File: src/hw/rtl/mvm_pkg.sv
// Shared types and constants for the voice mixer.
`timescale 1ns / 1ps
package mvm_pkg;

  localparam int SMP_W  = 16;
  localparam int ADDR_W = 16;
  localparam int LEN_W  = 17;

  localparam logic [1:0] ACT_WRITE = 2'd0;
  localparam logic [1:0] ACT_QUEUE = 2'd1;
  localparam logic [1:0] ACT_TICK  = 2'd2;

  typedef enum logic [2:0] {
    ST_IDLE,
    ST_QSCAN,
    ST_TREAD,
    ST_TADDR,
    ST_TACC,
    ST_DONE
  } state_t;

  typedef struct packed {
    logic [ADDR_W-1:0] start;
    logic [LEN_W-1:0]  length;
    logic [LEN_W-1:0]  pos;
  } voice_t;

  typedef struct packed {
    logic              has_sample;
    logic              ends;
    logic [LEN_W-1:0]  pos_inc;
    logic [SMP_W-1:0]  sum;
  } alu_res_t;

endpackage

File: src/hw/rtl/mvm_mix_alu.sv
// Shared mix unit: saturating accumulate and position advance for one voice.
`timescale 1ns / 1ps
module mvm_mix_alu
  import mvm_pkg::*;
(
  input  logic [SMP_W-1:0] acc,
  input  logic [SMP_W-1:0] sample,
  input  logic [LEN_W-1:0] pos,
  input  logic [LEN_W-1:0] length,
  output alu_res_t         res
);

  logic [SMP_W:0] s;

  always_comb begin
    s = {acc[SMP_W-1], acc} + {sample[SMP_W-1], sample};
    if (s[SMP_W] != s[SMP_W-1]) begin
      res.sum = s[SMP_W] ? {1'b1, {(SMP_W-1){1'b0}}} : {1'b0, {(SMP_W-1){1'b1}}};
    end else begin
      res.sum = s[SMP_W-1:0];
    end
    res.has_sample = (pos < length);
    // pos < length here, so the increment cannot wrap
    res.pos_inc    = pos + LEN_W'(1);
    res.ends       = (res.pos_inc >= length);
  end

endmodule

File: config.mk
export PLATFORM = sky130hd
export DESIGN_NAME = mvm_mix_alu
export DESIGN_NICKNAME = d
export VERILOG_FILES = /design/src/hw/rtl/mvm_pkg.sv /design/src/hw/rtl/mvm_mix_alu.sv
export SDC_FILE = /design/constraint.sdc
export NUM_CORES = 1
export LEC_CHECK = 0
export ABC_AREA = 1
export BUFFER_PORTS_ARGS = -buffer_cell sky130_fd_sc_hd__buf_2
export CAP_MARGIN = 20
export CORE_MARGIN = 4
export CORE_UTILIZATION = 54
export DETAILED_ROUTE_END_ITERATION = 10
export GPL_ROUTABILITY_DRIVEN = 0
export PLACE_DENSITY = 0.9
export REMOVE_ABC_BUFFERS = 1
export SYNTH_ARGS = -nofsm -noshare
export SYNTH_HDL_FRONTEND = slang
export SYNTH_SLANG_ARGS = --single-unit
File: constraint.sdc
create_clock -name vclk -period 5.2
set_input_delay 1.04 -clock vclk [all_inputs]
set_output_delay 1.04 -clock vclk [all_outputs]
set_load 0.01 [all_outputs]
# Word level (Yosys, flattened, before mapping)

Index checks and enable logic that the tools add are counted.

$add $sub $neg: 2
Order comparisons: 2
Eq/ne operators: 1
Muxes and demuxes: 2

Operators with widths:

| kind                                          | number |
|---|---|
| 2-to-1 mux 16 bit                             | 2 |
| adder 16 x 16 -> 17 bit                       | 1 |
| adder 17 x 1 -> 17 bit, second input constant | 1 |
| greater-or-equal comparator 17 bit            | 1 |
| less-than comparator 17 bit                   | 1 |
| != test 1 bit                                 | 1 |

Register bits: 0
Input port bits: 66
Output and inout bits: 35
Word-level logic and storage cells: 7

# Longest topological paths before layout

Gate-level depths: netlist of the first run.

Word-level depth: 3
Depth in mapped cells: 16
Gate-level depth less buffers: 15

# Least setup slack after synthesis of the first run

OpenSTA, ideal clock, no wires.

Kind: input -> output
Start: in pos[0]
End: out res[33] (netlist bit)
Arrival time: 2.996 ns
Required time: 4.160 ns
Slack: 1.164 ns
Cell stages on the path: 14
Buffers on the path: 0
Cell sequence: ha_1 > nand2_1 > nor3_2 > nand2_1 > nor3_2 > nand3_1 > xnor2_1 > ha_1 > nand2_1 > inv_1 > nand3_1 > nor3_1 > nand4_1 > nand4_1

RTL lines:

| item        | line              | RTL |
|---|---|---|
| from (decl) | mvm_mix_alu.sv:8  | `input logic [LEN_W-1:0] pos,` |
| to (decl)   | mvm_mix_alu.sv:10 | `output alu_res_t res` |

==> flow_summary.ini, run 1 <==
[timing]
fmax_mhz = 218
setup_violations = 0
drv_slew = 0
finalHoldViolCount = 0
timing.final.ws_setup_ns = 0.604
rsz0062_at_grt = false
tightest_slew_ns = 0.485
max_slew_margin_pct = 67.6
fin_crit_ns = 4.60
fin_crit_sh_pct = 88.4
tns_ns = 0

[drt]
vias = 2686
drt-pass1-iter-count = 4
wl_per_cell_um = 11.6
ant_nets = 0
drt-total-wl_um = 6050
drc = 0
drt-initial-drc-count = 67
via_per_inst = 5.17

[logic_synthesis]
ys_seq_area_share_pct = 0
synth_top_family_by_area = simple AND/OR/NAND/NOR gates
synth_area_mm2 = 0.00223
synth_mux_area_share_pct = 0
synthSimpleGateAreaFrac_pct = 38.7
synth_cell_types = 29
synth_compound_area_share_pct = 10.8
yosysWarningCount = 0
synthCells = 371
synth-xor-area-share_pct = 8.65
synthAdderAreaFrac_pct = 29.5
avgSynthCellArea_um2 = 6.01

[cells_and_area]
area_growth_pct = 24.5
drive_gt1_share_pct = 27.4
clkbuf_count = 0
final_nets = 590
final_common_cell = nand2_1
final_cell_mix = 102 x nand2_1, 101 x buf_2, 65 x inv_1
antenna_cells = 0
seq_cell_count = 0
register_area_um2 = 0

[critical_path]
worstPathArrival_ns = 3.56
crit_chain = buf_2 -> ha_1 -> nand2_1 -> nor3_2 -> nand2_1 -> nor3_2 -> nand3_1 -> xnor2_1 -> ha_1 -> nand2_1 -> inv_1 -> nand3_1 -> nor3_1 -> nand4_1 -> nand4_1 -> buf_2
critPathKind = primary input to output pin
slowest_delay_ns = 0.33
crit_path_max_fanout = 4
cp_common_cell = nand2_1
crit_slowest_cell = ha_1
worstSetupEndpointType = output pin
cp.required_ns = 4.16
start_kind = primary input

[die]
num_rows = 23
core_mm2 = 0.00400
fp.dieH_um = 72.2
die_area_mm2 = 0.00522
ios = 101
initial_utilization_pct = 55.7
dieWidth_um = 72.2

[worst_hold_path]
min_path_type = primary input to output pin

[global_route]
antenna_found_initial = 0
grt_pass1_wl_um = 10000
first_global_vias = 2488
overflow = 0
grt_util_all_layers_pct = 22.4
grt_max_degree = 16

[placement]
portBuffers = 101
hpwl_um = 5450
preCtsSetupSlack_ns = 0.662

[status]
status = finished, final reports clean

[pwr]
p_per_area_mw_per_mm2 = 121
power.total_w = 0.000335
p_leak_nw = 1.73
peakVddDrop_uv = 77.5

[clocking]
ctsHoldBuffers = 0
postCtsSetupRepairBufs = 0
cts_resized = 0

[job]
drv_cap = 0
kinds of logic after synthesis:
kind of cell | after synthesis
xor+xnor | 22
compound gates | 42
fa+ha+maj | 52
buf+inv | 69
simple gates | 186
area by class of cell:
class              instances  area, um^2
well taps                 50        62.6
inverters                 67         251
fillers                  372        1230
repair buffers           101         505
multi-input cells        302        1950
worst max-delay path: cells and delay by family:
| kind | cells | cell delay, ns |
|---|---|---|
| simple gates | 10 | 1.52 |
| fa+ha+maj | 2 | 0.50 |
| buf+inv | 3 | 0.31 |
| xor+xnor | 1 | 0.17 |
power by group:
part	internal, W	switching [W]	total (W)
Sequential	0	0	0
Combinational	0.000136	0.000198	0.000335
Clock	0	0	0
Total	0.000136	0.000198	0.000335
synth_stat cells:
cell      instances  area [um^2]
buf_6             2         22.5
nand2_4           2         22.5
nor2_1           25         93.8
nand4_1          10         62.6
ha_1             51          638
and2_1            1         6.26
a21oi_1          26          130
xnor2_1           9         78.8
nor4_1            2         12.5
nand2_1         102          383
o21bai_1          4         30.0
or2_1             1         6.26
nand3_1          13         65.1
or2_2             1         6.26
nor3_1            6         30.0
a21o_1            2         15.0
nand4_2           1         12.5
nand3_2           2         20.0
o311ai_0          2         17.5
a21oi_2           2         17.5
o21ai_0           6         30.0
fa_1              1         20.0
inv_1            65          244
inv_2             2         7.51
nand2_2          13         81.3
nand3b_1          2         15.0
nor2_2            1         6.26
nor3_2            4         40.0
xor2_1           13          114
per-stage QoR:
stage               instances  util [%]  hold slack (ns)  area, um^2
global placement          520      69.3             2.39        2770
finish                    520      69.3             2.40        2770
floorplan                 369         -             2.13        2210
global route              520      69.3             2.41        2770
detailed placement        520      69.3             2.40        2770
CTS                       520      69.3             2.40        2770
routing by layer:
| layer | share of wire (%) | up-vias | global-route usage (%) |
|---|---|---|---|
| met4 | 1.8 | 0 | 4.59 |
| met5 | 0 | - | 0 |
| met1 | 41 | 1187 | 25.6 |
| li1 | - | 1399 | - |
| met2 | 51 | 86 | 44.8 |
| met3 | 5.7 | 14 | 1.39 |
worst paths after layout:
check / startpoint / end / slack (ns) / cells past startpoint
worst max-delay path: pos[0] / res[33] / 0.60 / 16
worst min-delay path: pos[0] / res[16] / 2.40 / 3
Power figures use the tool's default switching activity.
==> run 2, diff against run 1 <==
--- a/config.mk
+++ b/config.mk
@@ -12,7 +12,8 @@
 export CORE_UTILIZATION = 54
 export DETAILED_ROUTE_END_ITERATION = 10
 export GPL_ROUTABILITY_DRIVEN = 0
-export PLACE_DENSITY = 0.9
+export MAX_ROUTING_LAYER = met4
+export PLACE_DENSITY = 0.88
 export REMOVE_ABC_BUFFERS = 1
 export SYNTH_ARGS = -nofsm -noshare
 export SYNTH_HDL_FRONTEND = slang
==> run 2 against run 1 <==
Hold slack worse by 0.0015 ns. Final cell count stayed put. Non-clock buffer count stayed put. Global-route usage is 0.52 points lower. Count of clock-buffer cells in the layout stayed put. Combinational power hardly changed. Final area stayed put. Fmax is 2.0% higher. Critical path depth stayed put. Via count is 3.0% lower. Sequential share of layout area stayed put. Utilization stayed put.
==> flow_summary.ini, run 2 (synthesized netlist as in run 1, its figures left out) <==
[status]
status = finished, final reports clean

[placement]
hpwl_um = 5300
portBuffers = 101
preCtsSetupSlack_ns = 0.729
placed_area_mm2 = 0.00277

[clocking]
postCtsSetupRepairBufs = 0
ctsHoldBuffers = 0
cts_resized = 0

[critical_path]
cp_common_cell = nand2_1
cp.required_ns = 4.16
crit_family = simple AND/OR/NAND/NOR gates
crit_slowest_cell = ha_1
crit_chain = buf_2 -> ha_1 -> nand2_1 -> nor3_2 -> nand2_1 -> nor3_2 -> nand3_1 -> xnor2_1 -> ha_1 -> nand2_1 -> inv_1 -> nand3_1 -> nor3_1 -> nand4_1 -> nand4_1 -> buf_2
worstPathArrival_ns = 3.47
slowest_delay_ns = 0.32
worstSetupEndpointType = output pin
start_kind = primary input
critPathKind = primary input to output pin
crit_path_max_fanout = 4
path_buf_inv = 3

[cells_and_area]
drive_gt1_share_pct = 27.4
area_growth_pct = 24.5
final_cell_mix = 102 x nand2_1, 101 x buf_2, 65 x inv_1
register_area_um2 = 0
nFillCells = 343
final_common_cell = nand2_1
finish.utilization_pct = 69.3
antenna_cells = 0
final_nets = 590
seq_cell_count = 0
clkbuf_count = 0
multi_input_area_mm2 = 0.00195
postLayoutCellArea_mm2 = 0.00277

[timing]
drv_slew = 0
rsz0062_at_grt = false
timing.final.ws_setup_ns = 0.694
max_slew_margin_pct = 68.1
setup_violations = 0
fin_crit_sh_pct = 86.7
tightest_slew_ns = 0.473
finalHoldViolCount = 0
fmax_mhz = 222
tns_ns = 0
fin_crit_ns = 4.51

[die]
num_rows = 23
ios = 101
core_mm2 = 0.00400
dieWidth_um = 72.2
fp.dieH_um = 72.2
initial_utilization_pct = 55.7
die_area_mm2 = 0.00522

[drt]
wl_per_cell_um = 11.2
drt-pass1-iter-count = 4
drt-total-wl_um = 5850
drt-initial-drc-count = 109
via_per_inst = 5.01
ant_nets = 0
vias = 2606
drc = 0

[job]
drv_cap = 0

[pwr]
p_leak_nw = 1.73
p_per_area_mw_per_mm2 = 120
peakVddDrop_uv = 77.3
power.total_w = 0.000332

[global_route]
first_global_vias = 2395
grtUsageMet1_pct = 25.5
grt.busiest_layer = met2
met3_usage_pct = 0.693
overflow = 0
antenna_found_initial = 0
grt_max_degree = 16
grt_pass1_wl_um = 9540
use_met2_pct = 41.1
grt_util_all_layers_pct = 21.9

[worst_hold_path]
min_path_type = primary input to output pin
[run 2: cell counts in the layout (fill, tap and decap cells not counted)]
Identical to the previous run, type by type.
[run 2: area by class of cell]
| cell class | instances | area share (%) |
|---|---|---|
| Multi-Input combinational cell | 302 | 70.5 |
| Timing Repair Buffer | 101 | 18.2 |
| Inverter | 67 | 9.07 |
| Tap cell | 50 | 2.26 |
[run 2: path summary, 6_finish.rpt]
kind	from	endpoint	slack, ns	cells past startpoint
worst min-delay path	pos[0]	res[16]	2.40	3
worst max-delay path	pos[0]	res[33]	0.69	16
[run 2: per-layer routing]
layer | routed length [um] | part of all wire (%)
met1 | 2470 | 42
met2 | 2900 | 50
met3 | 364 | 6.2
met4 | 116 | 2.0
met5 | 0 | 0
[run 2: through the flow]
| stage | instances | hold WS [ns] |
|---|---|---|
| 5_1_grt | 520 | 2.41 |
| 3_3_place_gp | 520 | 2.39 |
| 2_1_floorplan | 369 | 2.13 |
| 4_1_cts | 520 | 2.40 |
| 3_5_place_dp | 520 | 2.40 |
| 6_report | 520 | 2.40 |
[run 2: power by group]
group / switching, W / leakage (nW) / internal [W]
registers: 0 / 0 / 0
clock network: 0 / 0 / 0
logic: 0.000197 / 1.73 / 0.000136
total: 0.000197 / 1.73 / 0.000136
