==> src/hw/rtl/mvm_pkg.sv <==
// Shared types and constants for the voice mixer.
`timescale 1ns / 1ps
package mvm_pkg;

  localparam int SMP_W  = 16;
  localparam int ADDR_W = 16;
  localparam int LEN_W  = 17;

  localparam logic [1:0] ACT_WRITE = 2'd0;
  localparam logic [1:0] ACT_QUEUE = 2'd1;
  localparam logic [1:0] ACT_TICK  = 2'd2;

  typedef enum logic [2:0] {
    ST_IDLE,
    ST_QSCAN,
    ST_TREAD,
    ST_TADDR,
    ST_TACC,
    ST_DONE
  } state_t;

  typedef struct packed {
    logic [ADDR_W-1:0] start;
    logic [LEN_W-1:0]  length;
    logic [LEN_W-1:0]  pos;
  } voice_t;

  typedef struct packed {
    logic              has_sample;
    logic              ends;
    logic [LEN_W-1:0]  pos_inc;
    logic [SMP_W-1:0]  sum;
  } alu_res_t;

endpackage

==> src/hw/rtl/mvm_voice_ram.sv <==
// Voice table: start, length and position per slot, registered read.
`timescale 1ns / 1ps
module mvm_voice_ram
  import mvm_pkg::*;
#(
  parameter int VOICES = 30,
  parameter int IW     = 5
) (
  input  logic          clk,
  input  logic          we,
  input  logic [IW-1:0] waddr,
  input  voice_t        wdata,
  input  logic [IW-1:0] raddr,
  output voice_t        rdata
);

  voice_t mem [VOICES];

  always_ff @(posedge clk) begin
    if (we) begin
      mem[waddr] <= wdata;
    end
    rdata <= mem[raddr];
  end

endmodule

==> config.mk <==
export PLATFORM = sky130hd
export DESIGN_NAME = mvm_voice_ram
export DESIGN_NICKNAME = d
export VERILOG_FILES = /design/src/hw/rtl/mvm_pkg.sv /design/src/hw/rtl/mvm_voice_ram.sv
export SDC_FILE = /design/constraint.sdc
export NUM_CORES = 1
export LEC_CHECK = 0
export BUFFER_PORTS_ARGS = -buffer_cell sky130_fd_sc_hd__buf_2
export CAP_MARGIN = 20
export CORE_ASPECT_RATIO = 1.2
export CORE_MARGIN = 2
export CORE_UTILIZATION = 50
export CTS_BUF_LIST = sky130_fd_sc_hd__clkbuf_8
export CTS_CLUSTER_DIAMETER = 150
export DETAILED_ROUTE_END_ITERATION = 10
export PLACE_DENSITY = 0.62
export RECOVER_POWER = 100
export SYNTH_ARGS = -nofsm -noshare
export SYNTH_HDL_FRONTEND = slang
export SYNTH_SLANG_ARGS = --single-unit
==> constraint.sdc <==
create_clock -name clk -period 10.5 [get_ports clk]
set_input_delay 2.1 -clock clk [delete_from_list [all_inputs] [get_ports clk]]
set_output_delay 2.1 -clock clk [all_outputs]
set_load 0.005 [all_outputs]
# After elaboration in Yosys (flattened, before gate mapping)
# Memory sizes are Yosys's and may differ from the RTL's. A register that Yosys moved wholly into a read port is not among the register bits.
# Cells that the tools add are included.
[op_classes] muxes=2
[op_table] cell="$mux W1" n=2
[word_totals] regBits=0 ramBits=1500 inputBits=62 out_inout_bits=50 elab_cells=3 n_memories=1
[memory_table] memory="mem" words=30 width=50 read_ports=1 rd_ports_with_merged_regs=1 write_ports=1 line="mvm_voice_ram.sv:17" source="voice_t mem [VOICES];"

# Depth between registers and ports, before layout
# Gate-level depths: netlist of the first run.
[logic_depth] word_depth=2 depth_mapped=9 depth_no_buf=4

# Least setup slack after synthesis of the first run
# Ideal clock, no wire load.
[synth_path] path_kind="input to register" startpoint="input waddr[0]" endpoint="memory mem[12][0] in the netlist's numbering (enable)" arrival_time_ps=4857 required_ps=10042 setup_slack_ps=5185 cell_stages=3 n_path_buf=1 path_cell_list="or3b_2 > clkbuf_1 > nor2_1"
[synth_rtl] item="start, declared" line="mvm_voice_ram.sv:11" source="input logic [IW-1:0] waddr,"
[synth_rtl] item="end, declared" line="mvm_voice_ram.sv:17"
# No word-level cell before the write port.

==> flow_summary.yaml, run 1 <==
clock_network:
  clock_latency_ns: 0.94
  clkTransAtPathRegs_ns: 0.06
  cts-root-buf: "clkbuf_8"
  cts-resized-gates: 0
  post_cts_buffers: 0
  cts_buffers: 224
  cts_tree: "yes"
  cts_buffer_depth: 3
  postCtsHoldBufs: 0
  cts.sinks: 1550
  htreeDepth: 4
floorplanning:
  start_util: 0.5048
  io_pins: 112
  die_area_um2: 120300
  rows: 137
  die_w_um: 316.9
  core_um2: 116400
  die_y_um: 379.5
critical_path:
  required_ns: 11.31
  startpoint: "raddr[1]"
  cp-end-kind: "flip-flop"
  worstPathArrival_ns: 8.02
  crit_path_start_kind: "input port"
  crit_fanout: 47
  r2r-start: "mem[1][0]"
  crit_type: "input port to flip-flop"
logic_synthesis:
  synthFlopType: "edfxtp_1"
  synth.largest_area_cell: "edfxtp_1"
  yosysMostFrequentCell: "edfxtp_1"
  synth.area.top_cells: "edfxtp_1 (77%), mux2i_1 (6.9%), mux4_2 (6.3%), dfxtp_1 (1.7%), a22oi_1 (1.5%)"
  synth_edf_count: 1500
  yosys_warnings: 0
  synth_cells: 2916
  yosysSeqAreaShare: 0.7837
  synth_top_area_share: 0.7666
  syn-cell-area_um2: 58760
  synthTopCellsByCount: "edfxtp_1 (1500), mux2i_1 (407), mux4_2 (165)"
  yosysUniqueCellTypes: 42
  synth_nets: 2978
  synthArstFlopShare: 0
  avgSynthCellArea_um2: 20.15
  ys_seq_elements: 1550
global_routing:
  grt_first_pass_wirelength_um: 207100
  grtUsageMet3: 0.04633
  grt.busiest_layer: "met2"
  grt_overflow: 0
  antenna_found_initial: 10
  grt_usage: 0.2416
  use_met2: 0.3954
  grt_max_degree: 124
  grt_pass1_vias: 30190
  use_met1: 0.3298
route:
  dr.pass1.iters: 5
  via_per_inst: 6.009
  wl_per_cell_um: 29.50
  drt-initial-drc-count: 3200
  num_vias: 29300
  drc: 0
  finalWirelength_um: 143800
  ant_nets: 0
timing:
  tns_ns: 0
  relSlewSlack: -2.273
  holdWs_ns: 0.5905
  fin_crit_sh: 0.6868
  hold_violations: 0
  fmax_mhz: 138.7
  period_minus_slack_ns: 7.212
  tightest_slew_ns: 4.909
  drv_slew: 1579
  finClkSkew_ns: 0.04128
  rsz0062_at_grt: "false"
  setup_violations: 0
pwr:
  leakagePower_nw: 21.61
  power_density_nw_per_um2: 185.1
  irDropWorstVdd_mv: 0.1062
place:
  portBuffers: 111
  routabilityCongestion: 0.7731
  dpl.hpwl_um: 71040
worst_hold_path:
  hp-start: "mem[20][13]"
  min_path_type: "flip-flop to flip-flop"
layout:
  drive_gt1_frac: 0.1586
  nets: 3211
  area_growth_pct: 10.25
  nFillCells: 8841
outcome:
  status: "finished with violations"
  violations: "max-capacitance violations, max-slew violations"
run:
  maxCapViolations: 52
## routing by layer
metal  vias up  wire [um]
met2      1158      71450
met4        10       3501
met5         -         66
met1     15360      58820
met3       266       9963
li1      12500          -
## worst max-delay path: stages
cell and delay [ns]:
clkbuf_1 1.51, buf_4 0.75, nor2b_1 0.29, clkbuf_1 2.43, a22oi_1 0.46, nand3_1 0.31
nand4_1 0.10
## state kept, by name, indices dropped and copies added (netlist names)
name   cells
mem     1500
rdata     50
## final timing paths
kind	cells past startpoint	slack, ns	end
setup / recovery	7	3.29	rdata[45]
hold / removal	4	0.59	rdata[13]
setup reg to reg	4	8.75	rdata[0]
hold reg to reg	4	0.59	rdata[13]
## cell usage in the layout, fill, tap and decap left out, types with 3 or more instances in the layout
cell type / Yosys / final
dfxtp_1: 50 / 50
nand3b_1: 7 / 7
mux4_2: 165 / 165
nand2b_1: 14 / 14
clkbuf_8: 0 / 248
nor4_1: 18 / 18
o22ai_1: 33 / 33
clkinv_2: 0 / 26
bufinv_16: 0 / 5
a211oi_1: 18 / 18
mux2i_1: 407 / 407
o32ai_1: 18 / 18
clkinv_1: 0 / 29
o21ai_0: 26 / 26
a22o_1: 18 / 18
inv_1: 0 / 100
clkinvlp_4: 0 / 6
nor2_1: 43 / 40
diode_2: 0 / 4
mux2_2: 11 / 11
or3b_2: 4 / 3
a21oi_1: 34 / 34
clkbuf_1: 45 / 117
nor3_1: 11 / 11
and2_1: 3 / 3
o211ai_1: 8 / 8
edfxtp_1: 1500 / 1500
buf_4: 36 / 23
a21o_1: 11 / 11
inv_6: 0 / 5
nor2b_1: 23 / 21
buf_8: 4 / 4
nand4_1: 21 / 21
a221o_1: 18 / 18
nand3_1: 65 / 65
nand2_1: 99 / 99
buf_2: 41 / 22
a22oi_1: 115 / 115
## layout make-up
| cell class | instances | area, um2 | area share |
|---|---|---|---|
| multi-input cells | 1203 | 11700 | 0.1806 |
| repair buffers | 170 | 847.1 | 0.01308 |
| flip-flops and latches | 1550 | 46040 | 0.7108 |
| clock buffers | 247 | 3400 | 0.05248 |
| well taps | 1529 | 1913 | 0.02953 |
| diodes | 4 | 10.01 | 0.0001545 |
| clock inverters | 172 | 864.6 | 0.01335 |
## power breakdown
group          internal (W)  switching (W)
clock               0.00228        0.00224
combinational      0.000195       0.000357
sequential          0.00689      0.0000363
## through the flow
| stage | power [W] | cells | area, um2 | setup slack, ns | utilization |
|---|---|---|---|---|---|
| CTS | 0.01208 | 4870 | 65210 | 6.274 | 0.5602 |
| finish | 0.01199 | 4875 | 64780 | 3.288 | 0.5566 |
| floorplan | 0.007367 | 2916 | 58760 | 5.185 | - |
| detailed placement | 0.007614 | 4451 | 60940 | 5.293 | 0.5236 |
| global placement | 0.007595 | 4449 | 60910 | 5.097 | 0.5234 |
| global route | 0.01238 | 4874 | 64780 | 3.055 | 0.5565 |
## logic make-up (layout without fill, tap and decap cells)
kind of cell	Yosys count	after routing	share of synthesized area
flops	1550	1550	0.7837
mux	583	583	0.1347
simple gates	321	321	0.02732
compound gates	299	299	0.03648
buf+inv	163	589	0.01785
other cells	0	4	0
Note: power is estimated with default switching activity, not from simulation.
==> run 2: changes to the inputs <==
- ABC_AREA: unset -> 1
- PLACE_DENSITY: 0.62 -> 0.64
- clock period: 10.5 -> 6.5 ns (I/O delays scaled with it)
==> flow_summary.yaml, run 2 <==
timing:
  relSlewSlack: -1.712
  fmax_mhz: 206.8
  tns_ns: 0
  finClkSkew_ns: 0.04251
  setup_ws_ns: 1.665
  rsz0062_at_grt: "false"
  period_minus_slack_ns: 4.835
  tightest_slew_ns: 4.068
  hold_violations: 0
  drv_slew: 952
  fin_crit_sh: 0.7439
  setup_violations: 0
  holdWs_ns: 0.6025
layout:
  largest-register: "mem"
  drive_gt1_frac: 0.06753
  area_growth_pct: 9.604
  nets: 5422
  nFillCells: 10310
  largest_register_ff_count: 1500
  instances_no_fill: 7201
  layout_commonest_cell: "nand2_1"
  top_regs: "mem (1500), rdata (50)"
  most-common-layout-cells: "nand2_1 (1990), edfxtp_1 (1500), nand3_1 (1130)"
outcome:
  status: "finished with violations"
  violations: "max-capacitance violations, max-slew violations"
pwr:
  leakagePower_nw: 25.33
  irDropWorstVdd_mv: 0.1625
  power_density_nw_per_um2: 291.9
clock_network:
  cts_tree: "yes"
  clock_latency_ns: 0.96
  cts-root-buf: "clkbuf_8"
  cts.sinks: 1550
  clkTransAtPathRegs_ns: 0.06
  post_cts_buffers: 0
  cts_buffer_depth: 3
  cts-resized-gates: 0
  postCtsHoldBufs: 0
  htreeDepth: 4
  cts_buffers: 228
logic_synthesis:
  syn-cell-area_um2: 61960
  ys_seq_elements: 1550
  synth.largest_area_cell: "edfxtp_1"
  yosysSeqAreaShare: 0.7431
  yosysUniqueCellTypes: 15
  synth_nets: 5329
  synth_xor_area_frac: 0
  muxShareOfSynthArea: 0
  synth_top_family_by_area: "simple AND/OR/NAND/NOR gates"
  synthArstFlopShare: 0
  synth_cells: 5267
  yosysMostFrequentCell: "nand2_1"
  synthTopCellsByCount: "nand2_1 (1990), edfxtp_1 (1500), nand3_1 (1130)"
  synthFlopType: "edfxtp_1"
  avgSynthCellArea_um2: 11.76
  yosys_warnings: 0
  synth_top_area_share: 0.7270
  yosys.area_share.adder: 0
  synth-simple-area-share: 0.2174
  synth.area.top_cells: "edfxtp_1 (73%), nand2_1 (12%), nand3_1 (9.1%), dfxtp_1 (1.6%), buf_2 (1.3%)"
  synth_edf_count: 1500
  synth_compound_area_frac: 0.002504
global_routing:
  grt_pass1_vias: 38840
  antenna_found_initial: 8
  grt_usage: 0.2601
  grt_max_degree: 234
  grt_overflow: 0
  grt_first_pass_wirelength_um: 245900
floorplanning:
  core_um2: 123000
  die_y_um: 389.6
  rows: 141
  io_pins: 112
  die_w_um: 325.3
  die_area_um2: 126800
  start_util: 0.5039
critical_path:
  required_ns: 7.03
  cp_slowest_stage_delay_ns: 2.47
  crit_fanout: 20
  cp-end-kind: "flip-flop"
  worstPathArrival_ns: 5.36
  crit_slowest_cell: "nor2_1"
  crit_type: "input port to flip-flop"
  crit_chain: "clkbuf_1 > nand3_1 > nor2_1 > clkbuf_1"
  crit_path_start_kind: "input port"
  crit_path_frequent_cell: "clkbuf_1"
route:
  num_vias: 40130
  ant_nets: 0
  wl_per_cell_um: 22.97
  dr.pass1.iters: 7
  drc: 0
  via_per_inst: 5.572
  finalWirelength_um: 165400
  drt-initial-drc-count: 4425
place:
  portBuffers: 111
  dpl.hpwl_um: 83040
  placed_cells: 6774
  routabilityCongestion: 0.7672
  dp_slack_ns: 2.436
run:
  maxCapViolations: 38
worst_hold_path:
  min_path_type: "flip-flop to flip-flop"
run 2: per-stage QoR:
step	power, W	area (um2)	utilization
2_1_floorplan	0.01207	61960	-
3_3_place_gp	0.01257	63950	0.5201
3_5_place_dp	0.01259	63990	0.5204
4_1_cts	0.01993	68320	0.5556
5_1_grt	0.02046	67900	0.5522
6_report	0.01982	67910	0.5523
run 2: routing by layer:
metal	track usage	share of wire
met1	0.3324	0.39
met2	0.4433	0.50
met3	0.04490	0.069
met4	0.1022	0.036
met5	0	0.00024
run 2: layout make-up:
cell class / count / area, um2 / area share
Sequential cell: 1550 / 46040 / 0.6780
Clock inverter: 169 / 837.1 / 0.01233
Timing Repair Buffer: 183 / 1179 / 0.01736
Inverter: 154 / 615.6 / 0.009065
Multi-Input combinational cell: 3243 / 13670 / 0.2013
Antenna cell: 4 / 10.01 / 0.0001474
Tap cell: 1644 / 2057 / 0.03029
Clock buffer: 254 / 3496 / 0.05148
run 2: worst paths after layout:
check             depth (start not counted)     endpoint  slack, ns        start
setup / recovery                          4  mem[11][22]       1.66           we
hold / removal                            4     rdata[3]       0.60   mem[29][3]
setup reg to reg                          6    rdata[28]       5.18  mem[16][28]
hold reg to reg                           4     rdata[3]       0.60   mem[29][3]
run 2: power by group:
group | switching [W] | total (W) | internal [W]
Combinational | 0.000894 | 0.00119 | 0.000295
Sequential | 0.0000611 | 0.0112 | 0.0111
Clock | 0.00369 | 0.00745 | 0.00376
Total | 0.00465 | 0.0198 | 0.0152
run 2: critical path, delay by kind of cell:
family | cells | cell delay (ns)
simple gates | 2 | 2.81
buf+inv | 2 | 1.23
run 2: logic make-up (layout without fill, tap and decap cells):
kind of cell | after synthesis | count (layout)
AOI/OAI and AO/OA | 31 | 31
DFF | 1550 | 1550
other | 0 | 4
buffers and inverters | 474 | 760
and+or+nand+nor | 3212 | 3212
